**src/rtl/cida_pkg.sv**
```systemverilog
`default_nettype none
package cida_pkg;

   localparam int NOW_W      = 63;
   localparam int TYPE_W     = 32;
   localparam int FID_W      = 10;
   localparam int DL_W       = 64;
   localparam int CAP_W      = 11;
   localparam int TMO_W      = 32;
   localparam int REQ_DATA_W = 112;
   localparam int RSP_DATA_W = 16;
   localparam int CSR_IDX_W  = 1;
   localparam int CSR_DATA_W = 32;

   localparam int REQ_NOW_LSB  = 0;
   localparam int REQ_TYPE_LSB = REQ_NOW_LSB + NOW_W;
   localparam int REQ_FID_LSB  = REQ_TYPE_LSB + TYPE_W;

   localparam logic [CSR_IDX_W-1:0] CSR_CAPACITY = 1'b0;
   localparam logic [CSR_IDX_W-1:0] CSR_TIMEOUT  = 1'b1;

   localparam logic [CAP_W-1:0] CAP_RESET = 11'd1024;

   localparam logic MODE_ALLOC = 1'b0;
   localparam logic MODE_FREE  = 1'b1;

   // shared add / compare unit
   typedef struct packed {
      logic            sub;
      logic [DL_W-1:0] a;
      logic [DL_W-1:0] b;
   } unit_req_type;

   typedef struct packed {
      logic [DL_W-1:0] sum;
      logic            ge;
   } unit_rsp_type;

endpackage
`default_nettype wire

```
**src/rtl/cida_unit.sv**
```systemverilog
`default_nettype none
module cida_unit (
   input  wire  cida_pkg::unit_req_type req,
   output cida_pkg::unit_rsp_type       rsp
);
   import cida_pkg::*;

   logic [DL_W:0] op_b;
   logic [DL_W:0] total;

   always_comb begin
      op_b  = {1'b0, (req.sub ? ~req.b : req.b)};
      total = {1'b0, req.a} + op_b + (DL_W + 1)'(req.sub);
      rsp.sum = total[DL_W-1:0];
      // no borrow on a - b means a >= b
      rsp.ge  = req.sub & total[DL_W];
   end

endmodule
`default_nettype wire

```
**config.mk**
```make
export PLATFORM = sky130hd
export DESIGN_NAME = cida_unit
export DESIGN_NICKNAME = d
export VERILOG_FILES = /design/src/rtl/cida_pkg.sv /design/src/rtl/cida_unit.sv
export SDC_FILE = /design/constraint.sdc
export NUM_CORES = 1
export LEC_CHECK = 0
export BUFFER_PORTS_ARGS = -buffer_cell sky130_fd_sc_hd__buf_2
export CAP_MARGIN = 10
export CORE_UTILIZATION = 45
export DETAILED_ROUTE_END_ITERATION = 7
export MAX_ROUTING_LAYER = met4
export PLACE_DENSITY_LB_ADDON = 0.3
export SLEW_MARGIN = 15
export SYNTH_ARGS = -nofsm -noshare
export SYNTH_HDL_FRONTEND = slang
export SYNTH_SLANG_ARGS = --single-unit
```
**constraint.sdc**
```tcl
create_clock -name vclk -period 5.47
set_clock_uncertainty 0.2 [all_clocks]
set_input_delay 0.547 -clock vclk [all_inputs]
set_output_delay 0.547 -clock vclk [all_outputs]
set_load 0.02 [all_outputs]
```
==> qor.yml, run 1 <==
die:
  core-area_mm2: 0.00928
  fp-row-count: 35
  die-area_mm2: 0.0101
  initial_core_util_pct: 46.8
  die_h_um: 100
  die_x_um: 100
  ios: 194
final_layout:
  drive_above_1_share_pct: 27.1
  n_antenna_cell: 0
  syn_to_final_growth_pct: 24.0
  clkbuf_count: 0
  nNetsFinal: 984
  seq_cell_count: 0
  nFillCells: 916
  seqCellArea_um2: 0
  final_area_mm2: 0.00539
route:
  postRouteAntennaNets: 0
  vias: 5035
  dr.pass1.iters: 5
  post_drt_wl_per_cell_um: 13.8
  drt-vias-per-instance: 5.48
  wl_um: 12700
  drt-initial-drc-count: 172
  drc: 0
run:
  maxCapViolCount: 0
logic_synthesis:
  syn_avg_cell_area_um2: 7.02
  synthCells: 619
  netlist_area_mm2: 0.00435
  synth_cell_types: 60
  mappedNetlistNets: 812
  ys_warn_count: 0
  ys_seq_area_share_pct: 0
global_routing:
  grt_pass1_vias: 4613
  grt_usage_pct: 24.6
  antenna_found_initial: 0
  overflow: 0
  grt_first_pass_wirelength_um: 20500
  grt_max_degree: 40
sta:
  clock.fmax_ghz: 0.197
  period_needed_ps: 5080
  worst_pin_slew_ps: 597
  setup_violations: 0
  rsz0062_at_grt: "false"
  hold_viol_final: 0
  maxSlewHeadroom_pct: 60.2
  fin_crit_sh_pct: 92.9
  finalMaxSlewViolations: 0
  fin_tns_setup_ps: 0
power_and_ir_drop:
  power.clock.fraction_pct: 0
  total_power_w: 0.00118
  p_seq_share_pct: 0
  internal-power_w: 0.000451
  swShare_pct: 61.8
  p_sw_w: 0.000730
  p_leak_nw: 2.76
  share_comb_of_total_power_pct: 100.0
  peakVddDrop_uv: 128
  p_per_area_mw_per_mm2: 219
worst_hold_path:
  holdPathEnd: "rsp[1]"
  hp-class: "in2out"
  worstHoldStart: "req[64]"
  holdPathStages: 3
setup_path:
  slowest_stage: "nor4bb_1"
  critPathArrivalTime_ps: 4340
  cp.required_ps: 4720
  path_buf_inv: 3
  path_cells: "buf_4 -> xor2_1 -> inv_1 -> fa_1 -> nor2b_1 -> o31a_1 -> o31ai_1 -> a31oi_1 -> a211o_1 -> nor4bb_1 -> o21ai_1 -> o21ai_1 -> nand4b_1 -> o211ai_1 -> buf_2"
  critPathMaxFanout: 27
  start_kind: "primary input"
  cpPeakStageDelay_ps: 530
  critPathMostFrequentCell: "o21ai_1"
  worst-setup-path-type: "in2out"
  end_kind: "output port"
  crit_family: "compound AO/OA/AOI/OAI gates"
place:
  post-dp-hpwl_um: 10900
  gp_congestion: 0.918
  place_area_mm2: 0.00539
  port_buffers: 194
cts:
  holdBufCountCts: 0
  cts_resized: 0
  postCtsSetupBuffers: 0
status:
  status: "finished, final reports clean"
synth_stat cells (14+ instances only):
cell type	instances	area share, %
xor2_1	85	17
a21oi_1	70	8.1
ha_1	63	18
nand2_1	55	4.7
nor2_1	46	4.0
xnor2_1	36	7.3
a21o_1	35	6.0
o21ai_0	32	3.7
inv_1	21	1.8
clkbuf_1	18	1.6
nand3_1	18	2.1
nand4_1	14	2.0
final cells by class:
class | count | area (um^2) | area share (%)
multi-input combinational | 573 | 4170 | 77.3
tap | 129 | 161 | 2.99
timing repair buffer | 195 | 981 | 18.2
inverter | 21 | 78.8 | 1.46
worst min-delay path, stage by stage:
cell    delay, ps
buf_2         100
xor2_1         60
buf_2         150
cells in the final DEF (no fill, tap or decap), types with 3 or more instances in the layout:
cell type / n
o21bai_1: 11
nand4_1: 14
and3_1: 6
a21o_1: 35
xor2_1: 85
o211ai_1: 5
or3_1: 3
nor2_1: 46
and2_1: 3
xnor2_1: 36
nor3_1: 5
a21oi_2: 3
a31o_2: 3
o31ai_1: 5
nand2b_1: 5
nor2b_1: 4
a31oi_1: 9
ha_1: 63
a211oi_1: 5
nand3_1: 18
nand3b_1: 3
nand2_1: 55
o21ai_1: 7
inv_1: 21
o21ai_0: 32
o21a_1: 6
a21oi_1: 70
buf_2: 193
how the worst max path moves through the flow:
| stage | start | endpoint | slack (ps) | cells past startpoint |
|---|---|---|---|---|
| 6_report | req[128] | rsp[63] | 390 | 15 |
| 5_1_grt | req[128] | rsp[63] | 170 | 15 |
| 4_1_cts | req[128] | rsp[63] | 440 | 15 |
| 3_5_place_dp | req[128] | rsp[63] | 440 | 15 |
| 3_3_place_gp | req[128] | rsp[63] | 550 | 15 |
| 2_1_floorplan | req[128] | rsp[58] | 790 | 14 |
routing by layer:
metal	track usage [%]	vias to the layer above	wire, um
li1	-	2586	-
met1	30.9	2250	5580
met5	-	-	0
met2	44.6	183	6210
met3	1.32	16	719
met4	3.23	0	197
power by group through the flow:
| stage | sequential (W) | combinational [W] | clock (W) |
|---|---|---|---|
| after global routing | 0 | 0.00128 | 0 |
| after floorplan | 0 | 0.000842 | 0 |
| after CTS | 0 | 0.00118 | 0 |
| after global placement | 0 | 0.00116 | 0 |
| final | 0 | 0.00118 | 0 |
| after detailed placement | 0 | 0.00117 | 0 |
metrics by stage:
stage / utilization [%] / std cells / setup WS [ps] / hold WS, ps
floorplan: - / 619 / 788 / 1020
global placement: 58.1 / 918 / 554 / 1190
detailed placement: 58.1 / 918 / 440 / 1210
CTS: 58.1 / 918 / 436 / 1210
global route: 58.1 / 918 / 173 / 1220
finish: 58.1 / 918 / 386 / 1210
logic make-up (layout without fill, tap and decap cells):
kind of cell,after synthesis,in the layout,synth area share (%)
XOR/XNOR,121,121,24.4
buffers and inverters,46,216,4.09
AND/OR/NAND/NOR,176,176,20.3
AO/OA/AOI/OAI,211,211,32.4
adder cells (fa/ha/maj),64,64,18.6
multiplexers,1,1,0.230
Note: power is estimated with default switching activity, not from simulation.
==> run 2, diff against run 1 <==
Settings changed: CORE_ASPECT_RATIO set to 1.25, MAX_ROUTING_LAYER met4 to not set.
==> run 2 against run 1 <==
  * Critical endpoint unchanged
  * Sequential share of layout area unchanged
  * Largest power group unchanged
  * Cell count down 0.65%
  * First-iteration DRC count up 30%
  * Core utilization about the same
  * Design area down 0.14%
  * Via count up 1.2%
  * Setup slack better by 89 ps
  * Hold slack worse by 8.2 ps
  * Critical path depth unchanged
  * Die area about the same
  * Total power down 0.23%
==> qor.yml, run 2 (synthesis gave the netlist of run 1 again) <==
setup_path:
  worst-setup-path-type: "in2out"
  end_kind: "output port"
  cp.required_ps: 4720  # about the same
  critPathMostFrequentCell: "o21ai_1"
  slowest_stage: "nor4bb_1"
  critPathLaunch: "req[128]"
  path_cells: "buf_4 -> xor2_1 -> inv_1 -> fa_1 -> nor2b_1 -> o31a_1 -> o31ai_1 -> a31oi_1 -> a211o_1 -> nor4bb_1 -> o21ai_1 -> o21ai_1 -> nand4b_1 -> o211ai_1 -> buf_2"
  cpPeakStageDelay_ps: 520  # about the same
  critPathMaxFanout: 27  # unchanged
  crit_end: "rsp[63]"
  critPathArrivalTime_ps: 4250  # -90 ps
  start_kind: "primary input"
cts:
  postCtsSetupBuffers: 0  # unchanged
  holdBufCountCts: 0  # unchanged
  cts_resized: 0  # unchanged
worst_hold_path:
  hp-class: "in2out"
status:
  status: "finished, final reports clean"
sta:
  fin_crit_sh_pct: 91.3  # -1.6 points
  rsz0062_at_grt: "false"
  worst_pin_slew_ps: 614  # +17.5 ps
  maxSlewHeadroom_pct: 59.1  # -1.2 points
  finalMaxSlewViolations: 0  # unchanged
  period_needed_ps: 4990  # -89.2 ps
  clock.fmax_ghz: 0.200  # +1.8%
  fin_tns_setup_ps: 0  # unchanged
  hold_ws_ps: 1200  # -8.18 ps
  hold_viol_final: 0  # unchanged
  setup_violations: 0  # unchanged
route:
  postRouteAntennaNets: 0  # unchanged
  dr.pass1.iters: 6  # +1
  wl_um: 12700  # +0.18%
  drt-initial-drc-count: 223  # +30%
  post_drt_wl_per_cell_um: 14.0  # +0.84%
  drt-vias-per-instance: 5.59  # +1.9%
  drc: 0  # unchanged
  vias: 5095  # +1.2%
die:
  die_x_um: 89.9  # -10%
  fp-row-count: 39  # +11%
  die_h_um: 112  # +12%
  initial_core_util_pct: 46.9  # +0.063 points
  ios: 194  # unchanged
  core-area_mm2: 0.00927  # -0.13%
  die-area_mm2: 0.0101  # about the same
place:
  gp_congestion: 0.950  # +3.5%
  post-dp-hpwl_um: 10900  # +0.43%
  port_buffers: 194  # unchanged
final_layout:
  n_antenna_cell: 0  # unchanged
  seqCellArea_um2: 0  # unchanged
  clkbuf_count: 0  # unchanged
  final_cell_mix: "193 x buf_2, 85 x xor2_1, 70 x a21oi_1"
  drive_above_1_share_pct: 27.1  # unchanged
  layout_commonest_cell: "buf_2"
  nNetsFinal: 984  # unchanged
  seq_cell_count: 0  # unchanged
  fin_util_pct: 58.1  # about the same
  syn_to_final_growth_pct: 23.8
  nFillCells: 971  # +6.0%
power_and_ir_drop:
  total_power_w: 0.00118  # -0.23%
  p_sw_w: 0.000727  # -0.42%
  swShare_pct: 61.7  # -0.12 points
  peakVddDrop_uv: 144  # +12%
  p_seq_share_pct: 0  # unchanged
  internal-power_w: 0.000451  # about the same
  power.clock.fraction_pct: 0  # unchanged
  share_comb_of_total_power_pct: 100.0  # about the same
  p_per_area_mw_per_mm2: 219  # about the same
  p_leak_nw: 2.76  # unchanged
global_routing:
  grt_usage_pct: 24.3  # -0.39 points
  grt_pass1_vias: 4913  # +6.5%
  grt_max_degree: 40  # unchanged
  grt_first_pass_wirelength_um: 21300  # +4.0%
  antenna_found_initial: 0  # unchanged
  overflow: 0  # unchanged
run:
  maxCapViolCount: 0  # unchanged
==> run 2: worst min-delay path by stage <==
| stage | start | end | slack, ps | cells past startpoint |
|---|---|---|---|---|
| finish | req[64] | rsp[1] | 1200 | 3 |
| global route | req[64] | rsp[1] | 1220 | 3 |
| CTS | req[64] | rsp[1] | 1200 | 3 |
| detailed placement | req[64] | rsp[1] | 1200 | 3 |
| global placement | req[64] | rsp[1] | 1190 | 3 |
| floorplan | req[0] | rsp[1] | 1020 | 1 |
==> run 2: critical path, delay by kind of cell <==
kind	cells	cell delay [ps]
AND/OR/NAND/NOR	3	830
buffers and inverters	3	630
adder cells (fa/ha/maj)	1	440
AO/OA/AOI/OAI	7	1570
XOR/XNOR	1	230
==> run 2: power by group through the flow <==
stage | logic [W] | registers (W) | clock network (W)
floorplan | 0.000842 | 0 | 0
global placement | 0.00116 | 0 | 0
detailed placement | 0.00117 | 0 | 0
CTS | 0.00118 | 0 | 0
global route | 0.00128 | 0 | 0
finish | 0.00118 | 0 | 0
==> run 2: stage by stage <==
stage	worst slack, ps	std cells	area, um^2
detailed placement	471	912	5380
global route	53.4	912	5380
floorplan	788	619	4350
CTS	457	912	5380
finish	475	912	5380
global placement	558	912	5380
==> run 2: per-layer routing <==
| layer | wire, um | vias to the layer above | GRT usage (%) |
|---|---|---|---|
| li1 | - | 2594 | - |
| met1 | 5060 | 2308 | 27.9 |
| met2 | 6810 | 174 | 48.5 |
| met3 | 686 | 19 | 2.25 |
| met4 | 179 | 0 | 3.98 |
| met5 | 0 | - | 0 |
==> run 2: cell type report <==
| cell class | count | area (um^2) | share of cell area [%] |
|---|---|---|---|
| tap | 123 | 154 | 2.86 |
| timing repair buffer | 195 | 981 | 18.2 |
| inverter | 21 | 78.8 | 1.46 |
| multi-input combinational | 573 | 4170 | 77.5 |
==> run 3, diff against run 2 <==
Settings changed: BUFFER_PORTS_ARGS -buffer_cell sky130_fd_sc_hd__buf_2 to -buffer_cell sky130_fd_sc_hd__clkbuf_2, CAP_MARGIN 10 to 40, CORE_UTILIZATION 45 to 51.
==> run 3 against run 2 <==
  * The run now ends with design-rule violations left
  * Maximum frequency is 0.71% higher
  * Highest routed layer unchanged
  * Setup slack better by 35 ps
  * Largest power group unchanged
  * Combinational power about the same
==> qor.yml, run 3 (synthesis gave the netlist of run 1 again) <==
status:
  status: "finished, violations left"
  violations: "design-rule violations"
power_and_ir_drop:
  internal-power_w: 0.000448  # -0.71%
  total_power_w: 0.00119  # +0.97%
  p_seq_share_pct: 0  # unchanged
  p_sw_w: 0.000742  # +2.0%
  p_per_area_mw_per_mm2: 222  # +1.6%
  p_leak_nw: 2.80  # +1.5%
  power.clock.fraction_pct: 0  # unchanged
  swShare_pct: 62.3  # +0.64 points
  peakVddDrop_uv: 121  # -16%
  share_comb_of_total_power_pct: 100.0  # about the same
route:
  dr.pass1.iters: 8  # +2
  post_drt_wl_per_cell_um: 14.4  # +2.9%
  vias: 5181  # +1.7%
  drt-initial-drc-count: 220  # -1.3%
  postRouteAntennaNets: 0  # unchanged
  drc: 14  # +14
  wl_um: 12700  # about the same
  drt-vias-per-instance: 5.85  # +4.7%
sta:
  maxSlewHeadroom_pct: 65.4  # +6.3 points
  fin_crit_sh_pct: 90.7  # -0.64 points
  clock.fmax_ghz: 0.202  # +0.71%
  finalMaxSlewViolations: 0  # unchanged
  period_needed_ps: 4960  # -35.1 ps
  worst_pin_slew_ps: 517  # -97.4 ps
  setup_violations: 0  # unchanged
  fin_tns_setup_ps: 0  # unchanged
  hold_viol_final: 0  # unchanged
  rsz0062_at_grt: "false"
worst_hold_path:
  hp-class: "in2out"
  worstHoldStart: "req[64]"
  holdPathStages: 3  # unchanged
  holdPathEnd: "rsp[1]"
die:
  die-area_mm2: 0.00890  # -12%
  die_h_um: 105  # -6.0%
  initial_core_util_pct: 52.8  # +5.9 points
  die_x_um: 84.6  # -5.9%
  core-area_mm2: 0.00824  # -11%
  ios: 194  # unchanged
  fp-row-count: 37  # -5.1%
setup_path:
  critPathMaxFanout: 35  # +30%
  cpPeakStageDelay_ps: 430  # -90 ps
  path_buf_inv: 3  # unchanged
  path_cells: "buf_4 -> xor2_1 -> inv_1 -> fa_1 -> nor2b_1 -> o31a_1 -> o31ai_1 -> a31oi_1 -> a211o_1 -> nor4bb_1 -> o21ai_1 -> o21ai_1 -> nand4b_1 -> o211ai_1 -> clkbuf_2"
  start_kind: "primary input"
  crit_family: "compound AO/OA/AOI/OAI gates"
  worst-setup-path-type: "in2out"
  slowest_stage: "fa_1"
  critPathMostFrequentCell: "o21ai_1"
  critPathArrivalTime_ps: 4210  # -40 ps
  end_kind: "output port"
  cp.required_ps: 4720  # about the same
final_layout:
  drive_above_1_share_pct: 27.1  # unchanged
  seqCellArea_um2: 0  # unchanged
  seq_cell_count: 0  # unchanged
  syn_to_final_growth_pct: 23.1
  layout_commonest_cell: "clkbuf_2"
  nNetsFinal: 984  # unchanged
  final_area_mm2: 0.00535  # -0.60%
  n_antenna_cell: 0  # unchanged
  final_cell_mix: "193 x clkbuf_2, 85 x xor2_1, 70 x a21oi_1"
  clkbuf_count: 0  # unchanged
cts:
  cts_resized: 0  # unchanged
  postCtsSetupBuffers: 0  # unchanged
  holdBufCountCts: 0  # unchanged
global_routing:
  grt_usage_pct: 27.1  # +2.8 points
  met1_usage_pct: 29.7  # +1.8 points
  antenna_found_initial: 0  # unchanged
  grt_pass1_vias: 4972  # +1.2%
  use_met2_pct: 54.5  # +6.1 points
  grt_first_pass_wirelength_um: 20800  # -2.1%
  grt.busiest_layer: "met2"
  grt_max_degree: 36  # -10%
  grt_use_met3_pct: 2.90  # +0.64 points
  overflow: 0  # unchanged
place:
  gp_congestion: 0.929  # -2.3%
  port_buffers: 194  # unchanged
  post-dp-hpwl_um: 10900  # -0.54%
  place_area_mm2: 0.00535  # -0.60%
run:
  maxCapViolCount: 0  # unchanged
run 3: cell count changes in the layout (fill, tap and decap cells not counted), sizes merged:
cell,delta
buf,-193
clkbuf,+193
run 3: worst min-delay path: cells and delay by family:
family / cells / cell delay, ps
xor+xnor: 1 / 70
buf+inv: 2 / 250
run 3: final cells by class:
class / instances / area (um^2)
fill: 748 / 2890
inverter: 21 / 78.8
multi-input combinational: 573 / 4170
tap: 97 / 121
timing repair buffer: 195 / 981
run 3: metal layers:
layer / part of all wire (%) / vias to the layer above / wire, um
met5: 0 / - / 0
met4: 2.3 / 0 / 295
met3: 6.6 / 33 / 842
met2: 52 / 218 / 6590
met1: 39 / 2343 / 5000
li1: - / 2587 / -
run 3: worst max path at each step:
stage / endpoint / from / slack (ps) / cells past startpoint
floorplan: rsp[58] / req[128] / 790 / 14
global placement: rsp[58] / req[128] / 670 / 15
detailed placement: rsp[62] / req[128] / 530 / 15
CTS: rsp[62] / req[128] / 510 / 15
global route: rsp[63] / req[128] / 180 / 15
finish: rsp[63] / req[128] / 510 / 15
run 3: power groups by stage:
stage          Sequential, W  Combinational [W]  Clock [W]
2_1_floorplan              0           0.000842          0
3_3_place_gp               0            0.00116          0
3_5_place_dp               0            0.00118          0
4_1_cts                    0            0.00118          0
5_1_grt                    0            0.00129          0
6_report                   0            0.00119          0
run 3: stage by stage:
step                instances  utilization, %  setup slack [ps]  hold slack [ps]
finish                    886            64.9               510             1210
CTS                       886            64.9               508             1210
detailed placement        886            64.9               530             1210
global route              886            64.9               183             1230
global placement          886            64.9               670             1200
floorplan                 619               -               788             1020
